`src/design/mlr_pkg.sv`:
```
package mlr_pkg;

	typedef enum logic {
		ST_IDLE,
		ST_RUN
	} state_t;

	// Octant of the segment after the endpoints are ordered left to right.
	typedef enum logic [1:0] {
		OCT_SHALLOW_UP,
		OCT_SHALLOW_DOWN,
		OCT_STEEP_UP,
		OCT_STEEP_DOWN
	} octant_t;

	typedef struct packed {
		logic load;
		logic step;
	} cmd_t;

	typedef struct packed {
		logic last;
	} sts_t;

endpackage

```
`src/design/mlr_seg_if.sv`:
```
interface mlr_seg_if #(
	parameter int COORD_BITS = 6
) ();
	logic                  valid;
	logic                  ready;
	logic [COORD_BITS-1:0] start_x;
	logic [COORD_BITS-1:0] start_y;
	logic [COORD_BITS-1:0] end_x;
	logic [COORD_BITS-1:0] end_y;

	modport source (output valid, output start_x, output start_y, output end_x,
		output end_y, input ready);
	modport sink (input valid, input start_x, input start_y, input end_x,
		input end_y, output ready);
endinterface

```
`src/design/mlr_pix_if.sv`:
```
interface mlr_pix_if #(
	parameter int COORD_BITS = 6
) ();
	logic                  valid;
	logic                  ready;
	logic [COORD_BITS-1:0] pixel_x;
	logic [COORD_BITS-1:0] pixel_y;
	logic                  last_pixel;

	modport source (output valid, output pixel_x, output pixel_y, output last_pixel,
		input ready);
	modport sink (input valid, input pixel_x, input pixel_y, input last_pixel,
		output ready);
endinterface

```
`src/design/mlr_ctrl.sv`:
```
module mlr_ctrl (
	input  logic          clk,
	input  logic          arst_n,
	input  logic          seg_valid,
	output logic          seg_ready,
	output logic          pix_valid,
	input  logic          pix_ready,
	input  mlr_pkg::sts_t sts,
	output mlr_pkg::cmd_t cmd
);

	mlr_pkg::state_t state_q;
	mlr_pkg::state_t state_d;

	always_ff @(posedge clk or negedge arst_n) begin
		if (!arst_n) begin
			state_q <= mlr_pkg::ST_IDLE;
		end else begin
			state_q <= state_d;
		end
	end

	always_comb begin
		state_d   = state_q;
		seg_ready = 1'b0;
		pix_valid = 1'b0;
		cmd       = '0;
		case (state_q)
			mlr_pkg::ST_IDLE: begin
				seg_ready = 1'b1;
				if (seg_valid) begin
					cmd.load = 1'b1;
					state_d  = mlr_pkg::ST_RUN;
				end
			end
			mlr_pkg::ST_RUN: begin
				pix_valid = 1'b1;
				if (pix_ready) begin
					if (sts.last) begin
						// The next segment loads in the cycle its predecessor's last word leaves.
						seg_ready = 1'b1;
						if (seg_valid) begin
							cmd.load = 1'b1;
						end else begin
							state_d = mlr_pkg::ST_IDLE;
						end
					end else begin
						cmd.step = 1'b1;
					end
				end
			end
			default: begin
				state_d = mlr_pkg::ST_IDLE;
			end
		endcase
	end

endmodule

```
`src/design/mlr_dp.sv`:
```
module mlr_dp #(
	parameter int COORD_BITS = 6
) (
	input  logic                  clk,
	input  mlr_pkg::cmd_t         cmd,
	output mlr_pkg::sts_t         sts,
	input  logic [COORD_BITS-1:0] start_x,
	input  logic [COORD_BITS-1:0] start_y,
	input  logic [COORD_BITS-1:0] end_x,
	input  logic [COORD_BITS-1:0] end_y,
	output logic [COORD_BITS-1:0] pixel_x,
	output logic [COORD_BITS-1:0] pixel_y,
	output logic                  last_pixel
);

	localparam int DW = COORD_BITS + 4;

	logic [COORD_BITS-1:0] x_q, y_q, n_q;
	logic signed [DW-1:0]  d_q, inc_s_q, inc_d_q;
	mlr_pkg::octant_t      oct_q;

	// Set-up values for a new segment.
	logic                  swap;
	logic [COORD_BITS-1:0] x0, y0, x1, y1;
	logic signed [DW-1:0]  a, b, dy;
	logic signed [DW-1:0]  d_init, inc_s_init, inc_d_init;
	logic [COORD_BITS-1:0] n_init;
	mlr_pkg::octant_t      oct_init;

	always_comb begin
		swap = end_x < start_x;
		x0   = swap ? end_x : start_x;
		y0   = swap ? end_y : start_y;
		x1   = swap ? start_x : end_x;
		y1   = swap ? start_y : end_y;
		b    = DW'(x1) - DW'(x0);
		dy   = DW'(y1) - DW'(y0);
		a    = -dy;
		if (dy >= 0 && dy <= b) begin
			oct_init   = mlr_pkg::OCT_SHALLOW_UP;
			d_init     = DW'(2 * a + b);
			inc_s_init = DW'(2 * a);
			inc_d_init = DW'(2 * (a + b));
			n_init     = b[COORD_BITS-1:0];
		end else if (dy <= 0 && dy >= -b) begin
			oct_init   = mlr_pkg::OCT_SHALLOW_DOWN;
			d_init     = DW'(2 * a - b);
			inc_s_init = DW'(2 * a);
			inc_d_init = DW'(2 * a - 2 * b);
			n_init     = b[COORD_BITS-1:0];
		end else if (dy > b) begin
			oct_init   = mlr_pkg::OCT_STEEP_UP;
			d_init     = DW'(a + 2 * b);
			inc_s_init = DW'(2 * b);
			inc_d_init = DW'(2 * (a + b));
			n_init     = dy[COORD_BITS-1:0];
		end else begin
			oct_init   = mlr_pkg::OCT_STEEP_DOWN;
			d_init     = DW'(a - 2 * b);
			inc_s_init = DW'(-2 * b);
			inc_d_init = DW'(2 * (a - b));
			n_init     = a[COORD_BITS-1:0];
		end
	end

	// One midpoint decision per step.
	logic shallow, up, diag;

	always_comb begin
		shallow = (oct_q == mlr_pkg::OCT_SHALLOW_UP) || (oct_q == mlr_pkg::OCT_SHALLOW_DOWN);
		up      = (oct_q == mlr_pkg::OCT_SHALLOW_UP) || (oct_q == mlr_pkg::OCT_STEEP_UP);
		case (oct_q)
			mlr_pkg::OCT_SHALLOW_UP:   diag = d_q <= 0;
			mlr_pkg::OCT_SHALLOW_DOWN: diag = d_q > 0;
			mlr_pkg::OCT_STEEP_UP:     diag = d_q > 0;
			mlr_pkg::OCT_STEEP_DOWN:   diag = d_q <= 0;
			default:                   diag = 1'b0;
		endcase
	end

	always_ff @(posedge clk) begin
		if (cmd.load) begin
			x_q     <= x0;
			y_q     <= y0;
			n_q     <= n_init;
			d_q     <= d_init;
			inc_s_q <= inc_s_init;
			inc_d_q <= inc_d_init;
			oct_q   <= oct_init;
		end else if (cmd.step) begin
			d_q <= d_q + (diag ? inc_d_q : inc_s_q);
			n_q <= n_q - COORD_BITS'(1);
			if (shallow || diag) begin
				x_q <= x_q + COORD_BITS'(1);
			end
			if (!shallow || diag) begin
				y_q <= up ? y_q + COORD_BITS'(1) : y_q - COORD_BITS'(1);
			end
		end
	end

	assign sts.last   = n_q == '0;
	assign pixel_x    = x_q;
	assign pixel_y    = y_q;
	assign last_pixel = sts.last;

endmodule

```
`src/design/midpoint_line_rasterizer.sv`:
```
// Midpoint line rasterizer: takes one segment word (two endpoints) and emits every pixel of
// the line, one pixel word per cycle while the output is taken, with last_pixel set on the
// final one. Endpoints are ordered left to right; a vertical segment runs from start toward
// end. A segment yields max(|dx|, |dy|) + 1 pixels, stepped by the single decision adder;
// the next segment is accepted in the same cycle that the previous segment's last pixel is
// taken, so there is no gap.
module midpoint_line_rasterizer #(
	parameter int COORD_BITS = 6
) (
	input  logic   clk,
	input  logic   arst_n,
	mlr_seg_if.sink   seg,
	mlr_pix_if.source pix
);

	mlr_pkg::cmd_t cmd;
	mlr_pkg::sts_t sts;

	mlr_ctrl u_ctrl (
		.clk       (clk),
		.arst_n    (arst_n),
		.seg_valid (seg.valid),
		.seg_ready (seg.ready),
		.pix_valid (pix.valid),
		.pix_ready (pix.ready),
		.sts       (sts),
		.cmd       (cmd)
	);

	mlr_dp #(
		.COORD_BITS (COORD_BITS)
	) u_dp (
		.clk        (clk),
		.cmd        (cmd),
		.sts        (sts),
		.start_x    (seg.start_x),
		.start_y    (seg.start_y),
		.end_x      (seg.end_x),
		.end_y      (seg.end_y),
		.pixel_x    (pix.pixel_x),
		.pixel_y    (pix.pixel_y),
		.last_pixel (pix.last_pixel)
	);

endmodule

```
`src/flat_wrapper.sv`:
```
// flat-port wrapper written by rule: the top's interface ports become plain ports
module midpoint_line_rasterizer_flat 
#(
	parameter int COORD_BITS = 6
)
  (clk, arst_n, seg_valid, seg_start_x, seg_start_y, seg_end_x, seg_end_y, seg_ready, pix_valid, pix_pixel_x, pix_pixel_y, pix_last_pixel, pix_ready);
  mlr_seg_if #(.COORD_BITS(COORD_BITS)) seg_i ();
  mlr_pix_if #(.COORD_BITS(COORD_BITS)) pix_i ();
  input  logic clk;
  input  logic arst_n;
  input wire logic [$bits(seg_i.valid)-1:0] seg_valid;
  input wire logic [$bits(seg_i.start_x)-1:0] seg_start_x;
  input wire logic [$bits(seg_i.start_y)-1:0] seg_start_y;
  input wire logic [$bits(seg_i.end_x)-1:0] seg_end_x;
  input wire logic [$bits(seg_i.end_y)-1:0] seg_end_y;
  output wire logic [$bits(seg_i.ready)-1:0] seg_ready;
  output wire logic [$bits(pix_i.valid)-1:0] pix_valid;
  output wire logic [$bits(pix_i.pixel_x)-1:0] pix_pixel_x;
  output wire logic [$bits(pix_i.pixel_y)-1:0] pix_pixel_y;
  output wire logic [$bits(pix_i.last_pixel)-1:0] pix_last_pixel;
  input wire logic [$bits(pix_i.ready)-1:0] pix_ready;
  assign seg_i.valid = seg_valid;
  assign seg_i.start_x = seg_start_x;
  assign seg_i.start_y = seg_start_y;
  assign seg_i.end_x = seg_end_x;
  assign seg_i.end_y = seg_end_y;
  assign seg_ready = seg_i.ready;
  assign pix_valid = pix_i.valid;
  assign pix_pixel_x = pix_i.pixel_x;
  assign pix_pixel_y = pix_i.pixel_y;
  assign pix_last_pixel = pix_i.last_pixel;
  assign pix_i.ready = pix_ready;
  midpoint_line_rasterizer #(.COORD_BITS(COORD_BITS)) u_core (.clk(clk), .arst_n(arst_n), .seg(seg_i), .pix(pix_i));
endmodule
```
`config.mk`:
```
export PLATFORM = sky130hd
export DESIGN_NAME = midpoint_line_rasterizer_flat
export DESIGN_NICKNAME = d
export VERILOG_FILES = /design/src/design/mlr_pkg.sv /design/src/design/mlr_seg_if.sv /design/src/design/mlr_pix_if.sv /design/src/design/mlr_ctrl.sv /design/src/design/mlr_dp.sv /design/src/design/midpoint_line_rasterizer.sv /design/src/flat_wrapper.sv
export SDC_FILE = /design/constraint.sdc
export NUM_CORES = 1
export LEC_CHECK = 0
export ABC_AREA = 1
export BUFFER_PORTS_ARGS = -buffer_cell sky130_fd_sc_hd__buf_2
export CELL_PAD_IN_SITES_DETAIL_PLACEMENT = 2
export CELL_PAD_IN_SITES_GLOBAL_PLACEMENT = 2
export CORE_MARGIN = 4
export CORE_UTILIZATION = 25
export CTS_CLUSTER_SIZE = 24
export DETAILED_ROUTE_END_ITERATION = 16
export PLACE_DENSITY = 0.63
export SLEW_MARGIN = 0
export SYNTH_ARGS = -nofsm -noshare
export SYNTH_HDL_FRONTEND = slang
export SYNTH_HIERARCHICAL = 1
export SYNTH_SLANG_ARGS = --single-unit
```
`constraint.sdc`:
```
create_clock -name clk -period 5.7 [get_ports clk]
set_input_delay 0.855 -clock clk [delete_from_list [all_inputs] [get_ports clk]]
set_output_delay 0.855 -clock clk [all_outputs]
set_load 0.01 [all_outputs]
```
==> results by group, run 1 <==
CTS
  – TritonCTS clock tree: yes
  – CTS sink count: 49
  – Cts bufs inserted: 5
  – H-tree levels: 2
  – CTS max path bufs: 2
  – Root buffer cell: clkbuf_16
  – Worst-path clk slew: 0.08 ns
  – Clock latency on the worst-skew pair: 0.30 ns
  – CTS Hold Bufs: 0

Worst setup path
  – Crit. End Element: register
  – Startpoint types: primary input
  – Crit Path Max Fanout: 8
  – Crit Path Class: primary input to register
  – Worst Path Arrival: 5.39 ns
  – Most common cell on crit path: nand2_1
  – Worst path required time: 5.75 ns
  – Crit path largest cell delay: 0.32 ns
  – Crit path max-delay cell type: nor2_1

Placed design
  – Gpl congestion: 0.8404
  – HPWL Detailed: 21310 um
  – Port Buf Inserts: 42
  – Placed Area: 7770 um2

Finish
  – Synth-to-layout area growth: 22.54%
  – Multi-input logic area: 4783 um2
  – Net count, final: 1162
  – Final Cell Area: 8163 um2
  – Antenna Cells: 0
  – Final core utilization: 31.24%
  – Share of layout cells above drive strength 1: 23.55%
  – Sequential standard cell area: 1466 um2
  – Filler instances: 3169

Synthesis
  – Seq cells post-synth: 49
  – Distinct cells, synth: 49
  – Commonest cells in the netlist: nand2_1, inv_1, ha_1, nand3_1, nor2_1
  – Mapped Avg Cell Area: 7.042 um2
  – Syn Nets: 1056
  – Ys flop type: edfxtp_1
  – Post-synth EDFFs: 48
  – Syn. warnings: 6
  – Ys async rst share: 2.041%
  – Top-area cell type share of the netlist area: 21.64%
  – Mapped cell area: 6661 um2
  – Leading area contributor after synthesis: edfxtp_1
  – Count leader, synth: nand2_1
  – Post-Syn Instances: 946
  – Top post-synthesis cells by area: edfxtp_1, ha_1, nand2_1, inv_1, xor2_1
  – Seq/Total Area, Yosys: 22.01%

Power and ir drop
  – PwrDens: 483.7 nW/um2
  – Peak supply drop: 0.0001278 V
  – Leakage power figure: 4.116 nW

Global routing
  – Vias in the first global route: 7179
  – First-pass GRT wire length: 39750 um
  – Global route overflow: 0
  – Total Routing Usage GR: 17.22%
  – Initial antenna violation count: 0
  – Pin count of the biggest net entering global routing: 57

Detailed routing
  – First-pass iteration count of the detailed router: 4
  – WL final: 25070 um
  – Avg WL per Cell: 18.06 um
  – Via count: 6576
  – Post-route ant nets: 0
  – Vias per inst: 4.738
  – Drt drc: 0
  – Initial DRC count: 258

STA
  – Slew HR: 43.49%
  – Final Hold Fails: 0
  – Clk_skew: 0.01359 ns
  – Worst-Margin Slew: 0.8468 ns
  – Total negative slack: 0 ns
  – Slew Viols, Final: 0
  – Post-layout min period: 5.339 ns
  – Finish-stage setup viols: 0
  – Period utilization: 93.67%
  – Fmax: 187.3 MHz

Floorplanning
  – Die area: 29320 um2
  – IO Pins: 43
  – Core Box Area: 26130 um2
  – FP Rows: 59
  – Initial Util: 25.49%
  – Die W: 171.2 um
  – Die Y-Extent: 171.2 um

Run
  – Max-cap violation count: 0

Min path
  – Worst min path class: primary input to asynchronous set/reset pin

Run status
  – Status: complete, no violations
[layout make-up]
type,count,area share (%)
Tap cell,335,5.135
Timing Repair Buffer,123,10.12
Clock buffer,5,1.533
Multi-Input combinational cell,738,58.60
Clock inverter,3,0.4139
Inverter,135,6.238
Sequential cell,49,17.96
[cells by family after synthesis]
kind of cell | count (synthesis) | synth area share [%]
AO/OA/AOI/OAI | 143 | 11.55
XOR/XNOR | 57 | 7.607
adder cells (fa/ha/maj) | 82 | 16.19
buffers and inverters | 159 | 9.842
flip-flops | 49 | 22.01
multiplexers | 12 | 1.953
AND/OR/NAND/NOR | 444 | 30.84
[power breakdown]
| part | leakage (nW) | switching, W | internal [W] |
|---|---|---|---|
| clock network | 0.0767 | 0.000146 | 0.000168 |
| registers | 0.459 | 0.0000571 | 0.000565 |
| logic | 3.58 | 0.00183 | 0.00119 |
| total | 4.12 | 0.00203 | 0.00192 |
[flip-flops by register name (all words and copies together), names as in the netlist]
name                   count
u_core/u_ctrl/state_q      1
u_core/u_dp/d_q           10
u_core/u_dp/inc_d_q        9
u_core/u_dp/inc_s_q        9
u_core/u_dp/n_q            6
u_core/u_dp/oct_q          2
u_core/u_dp/pixel_x        6
u_core/u_dp/pixel_y        6
[what timing repair did]
action,CTS,global route
setup endpoints to repair,0,4
resized for setup,0,47
setup buffers,0,9
[stage by stage]
stage                     instances  worst slack, ns  hold WS (ns)  total power [W]
after floorplan                 946         0.001810        0.5594         0.002560
after global placement         1371         -0.01725        0.6001         0.003455
after detailed placement       1371          -0.2348        0.6119         0.003556
after CTS                      1379          0.04502        0.2989         0.003893
after global routing           1388         -0.03963        0.3015         0.004381
final                          1388           0.3608        0.3109         0.003948
[cells in the final DEF (no fill, tap or decap), types with 8 or more instances in the layout]
master,n
nor2_1,59
buf_2,42
a21oi_1,43
inv_2,12
o21ai_1,25
edfxtp_1,48
nand2_4,11
buf_4,79
nand2_2,30
nand2_1,226
or2_2,9
o21ai_0,45
ha_1,66
mux2_2,8
nand4_1,13
ha_4,8
inv_1,120
xnor2_1,14
xor2_1,42
nand3_1,64
[final timing paths]
check,slack (ns),start,cells after the start,end
max in group asynchronous,5.31,arst_n,1,u_core/u_ctrl/state_q
max reg2reg,1.94,u_core/u_dp/d_q[1],18,u_core/u_dp/d_q[9]
min reg2reg,0.62,u_core/u_ctrl/state_q,2,u_core/u_ctrl/state_q
min,0.31,arst_n,1,u_core/u_ctrl/state_q
max,0.36,seg_start_x[1],35,u_core/u_dp/d_q[9]
min in group clk,0.62,u_core/u_ctrl/state_q,2,u_core/u_ctrl/state_q
[worst max-delay path, delay by kind of cell]
family / cells / cell delay [ns]
buffers and inverters: 5 / 0.56
adders and majority gates: 3 / 0.77
and+or+nand+nor: 18 / 2.14
AOI/OAI and AO/OA: 8 / 0.91
xor gates and xnor gates: 1 / 0.14
[metal layers]
layer / GRT usage [%] / up-vias / routed length, um
li1: - / 3297 / -
met1: 24.77 / 3225 / 12690
met2: 29.66 / 45 / 11890
met3: 0.3447 / 9 / 310
met4: 2.584 / 0 / 176
met5: 0 / - / 0
No activity file was read; power rests on OpenSTA's default activity.
==> inputs of run 2 (changes only) <==
Clock period 5.7 ns to 5.2 ns, I/O delays scaled along.
==> results by group, run 2 (synthesis gave the netlist of run 1 again) <==
CTS
  – Root buffer cell: clkbuf_16
  – CTS sink count: 49
  – Cts bufs inserted: 5
  – Clock latency on the worst-skew pair: 0.30 ns
  – TritonCTS clock tree: yes
  – H-tree levels: 2
  – CTS Hold Bufs: 0
  – CTS max path bufs: 2
  – Worst-path clk slew: 0.07 ns

Global routing
  – First-pass GRT wire length: 39980 um
  – Global route overflow: 0
  – Total Routing Usage GR: 17.41%
  – Pin count of the biggest net entering global routing: 34
  – Initial antenna violation count: 0
  – Vias in the first global route: 7408

STA
  – Finish-stage setup viols: 0
  – Final Hold Fails: 0
  – RSZ-0062 raised after global routing: yes
  – Post-layout min period: 5.133 ns
  – Total negative slack: 0 ns
  – Slew Viols, Final: 0
  – Period utilization: 98.72%
  – Slew HR: 44.17%
  – Fmax: 194.8 MHz
  – Hold_ws: 0.2494 ns
  – Worst-Margin Slew: 0.8365 ns
  – Clk_skew: 0.007427 ns

Worst setup path
  – Crit Path Class: primary input to register
  – Cell family with most CP delay: simple AND/OR/NAND/NOR gates
  – Crit path max-delay cell type: ha_4
  – Worst Path Arrival: 5.18 ns
  – WP buf/inv: 5
  – Crit. End Element: register
  – Worst path required time: 5.25 ns
  – Worst path depth: 41
  – Most common cell on crit path: nand2_4
  – Reg2reg path depth: 19
  – Startpoint types: primary input
  – Crit path largest cell delay: 0.29 ns
  – Crit Path Max Fanout: 6
  – Flop2flop setup slack: 1.16 ns

Power and ir drop
  – Peak supply drop: 0.0001678 V
  – Leakage power figure: 4.509 nW
  – PwrDens: 528.0 nW/um2

Floorplanning
  – Die area: 29320 um2
  – IO Pins: 43
  – Die Y-Extent: 171.2 um
  – Die W: 171.2 um
  – FP Rows: 59
  – Initial Util: 25.49%
  – Core Box Area: 26130 um2

Placed design
  – Placed Area: 8392 um2
  – HPWL Detailed: 22060 um
  – Port Buf Inserts: 42
  – Gpl congestion: 0.8124
  – Cells after DPL: 1440

Run status
  – Status: complete, no violations

Detailed routing
  – Avg WL per Cell: 17.80 um
  – Initial DRC count: 177
  – Via count: 6845
  – First-pass iteration count of the detailed router: 4
  – Post-route ant nets: 0
  – Drt drc: 0
  – Vias per inst: 4.688
  – WL final: 25990 um

Finish
  – Reg with most FFs: u_core/u_dp/d_q
  – Largest register FFs: 10
  – Most frequent cells in the layout: nand2_1, buf_4, inv_1, nand3_1, ha_1
  – Antenna Cells: 0
  – Top flop regs: u_core/u_dp/d_q x10, u_core/u_dp/inc_d_q x9, u_core/u_dp/inc_s_q x9
  – Commonest non-fill, non-tap cell in the layout: nand2_1
  – Finished Layout Cells: 1460
  – Final Cell Area: 8904 um2
  – Share of layout cells above drive strength 1: 30.40%
  – Final core utilization: 34.07%
  – Synth-to-layout area growth: 33.66%
  – Filler instances: 3087
  – Net count, final: 1234

Min path
  – Worst min path class: primary input to asynchronous set/reset pin

Run
  – Max-cap violation count: 0
==> run 2: changes by cell type in the layout (fill, tap and decap cells not counted), moves of 3 or more <==
| cell | before | now |
|---|---|---|
| buf_4 | 79 | 150 |
| inv_1 | 120 | 115 |
| o21ai_2 | 4 | 9 |
| ha_4 | 8 | 11 |
| nand2_4 | 11 | 14 |
| o21ai_0 | 45 | 41 |
| buf_6 | 2 | 5 |
| buf_2 | 42 | 38 |
| ha_1 | 66 | 63 |
| nand2_1 | 226 | 222 |
==> run 2: worst paths after layout <==
kind / start / to
worst max-delay path: seg_end_x[3] / u_core/u_dp/d_q[8]
worst min-delay path: arst_n / u_core/u_ctrl/state_q
worst max register to register: u_core/u_dp/d_q[1] / u_core/u_dp/d_q[9]
worst min register to register: u_core/u_ctrl/state_q / u_core/u_ctrl/state_q
max in group asynchronous: arst_n / u_core/u_ctrl/state_q
min in group clk: u_core/u_ctrl/state_q / u_core/u_ctrl/state_q
==> run 2: through the flow <==
stage	worst slack, ns	total power, W
2_1_floorplan	-0.1731	0.002844
6_report	0.06654	0.004701
4_1_cts	0.006861	0.004560
3_5_place_dp	-0.5215	0.004143
5_1_grt	-0.3111	0.005171
3_3_place_gp	-0.3478	0.004018
==> run 2: layer usage <==
layer | routed length (um) | global-route usage [%] | vias up | share of wire, %
li1 | - | - | 3450 | -
met1 | 12840 | 23.85 | 3362 | 49
met2 | 12750 | 31.14 | 26 | 49
met3 | 243 | 0.7584 | 7 | 0.93
met4 | 164 | 2.584 | 0 | 0.63
met5 | 0 | 0 | - | 0
==> run 2: final cells by class <==
cell class | instances | area [um2] | share of cell area (%)
multi-input combinational | 739 | 4925 | 55.31
sequential | 49 | 1466 | 16.47
timing repair buffer | 194 | 1393 | 15.64
inverter | 135 | 531.8 | 5.972
tap | 335 | 419.2 | 4.708
clock buffer | 5 | 125.1 | 1.405
clock inverter | 3 | 43.79 | 0.4918
==> run 2: report_power, final <==
group / leakage [nW] / switching [W] / internal, W
combinational: 3.97 / 0.00209 / 0.00154
sequential: 0.459 / 0.0000642 / 0.000620
clock: 0.0842 / 0.000153 / 0.000228
==> run 2: timing repair <==
item | in CTS | in global routing
endpoints found under the setup margin | 3 | 8
gates cloned | 0 | 1
pin swaps | 0 | 47
resized for setup | 5 | 65
buffers inserted | 0 | 12
hold endpoints to repair | 0 | 0
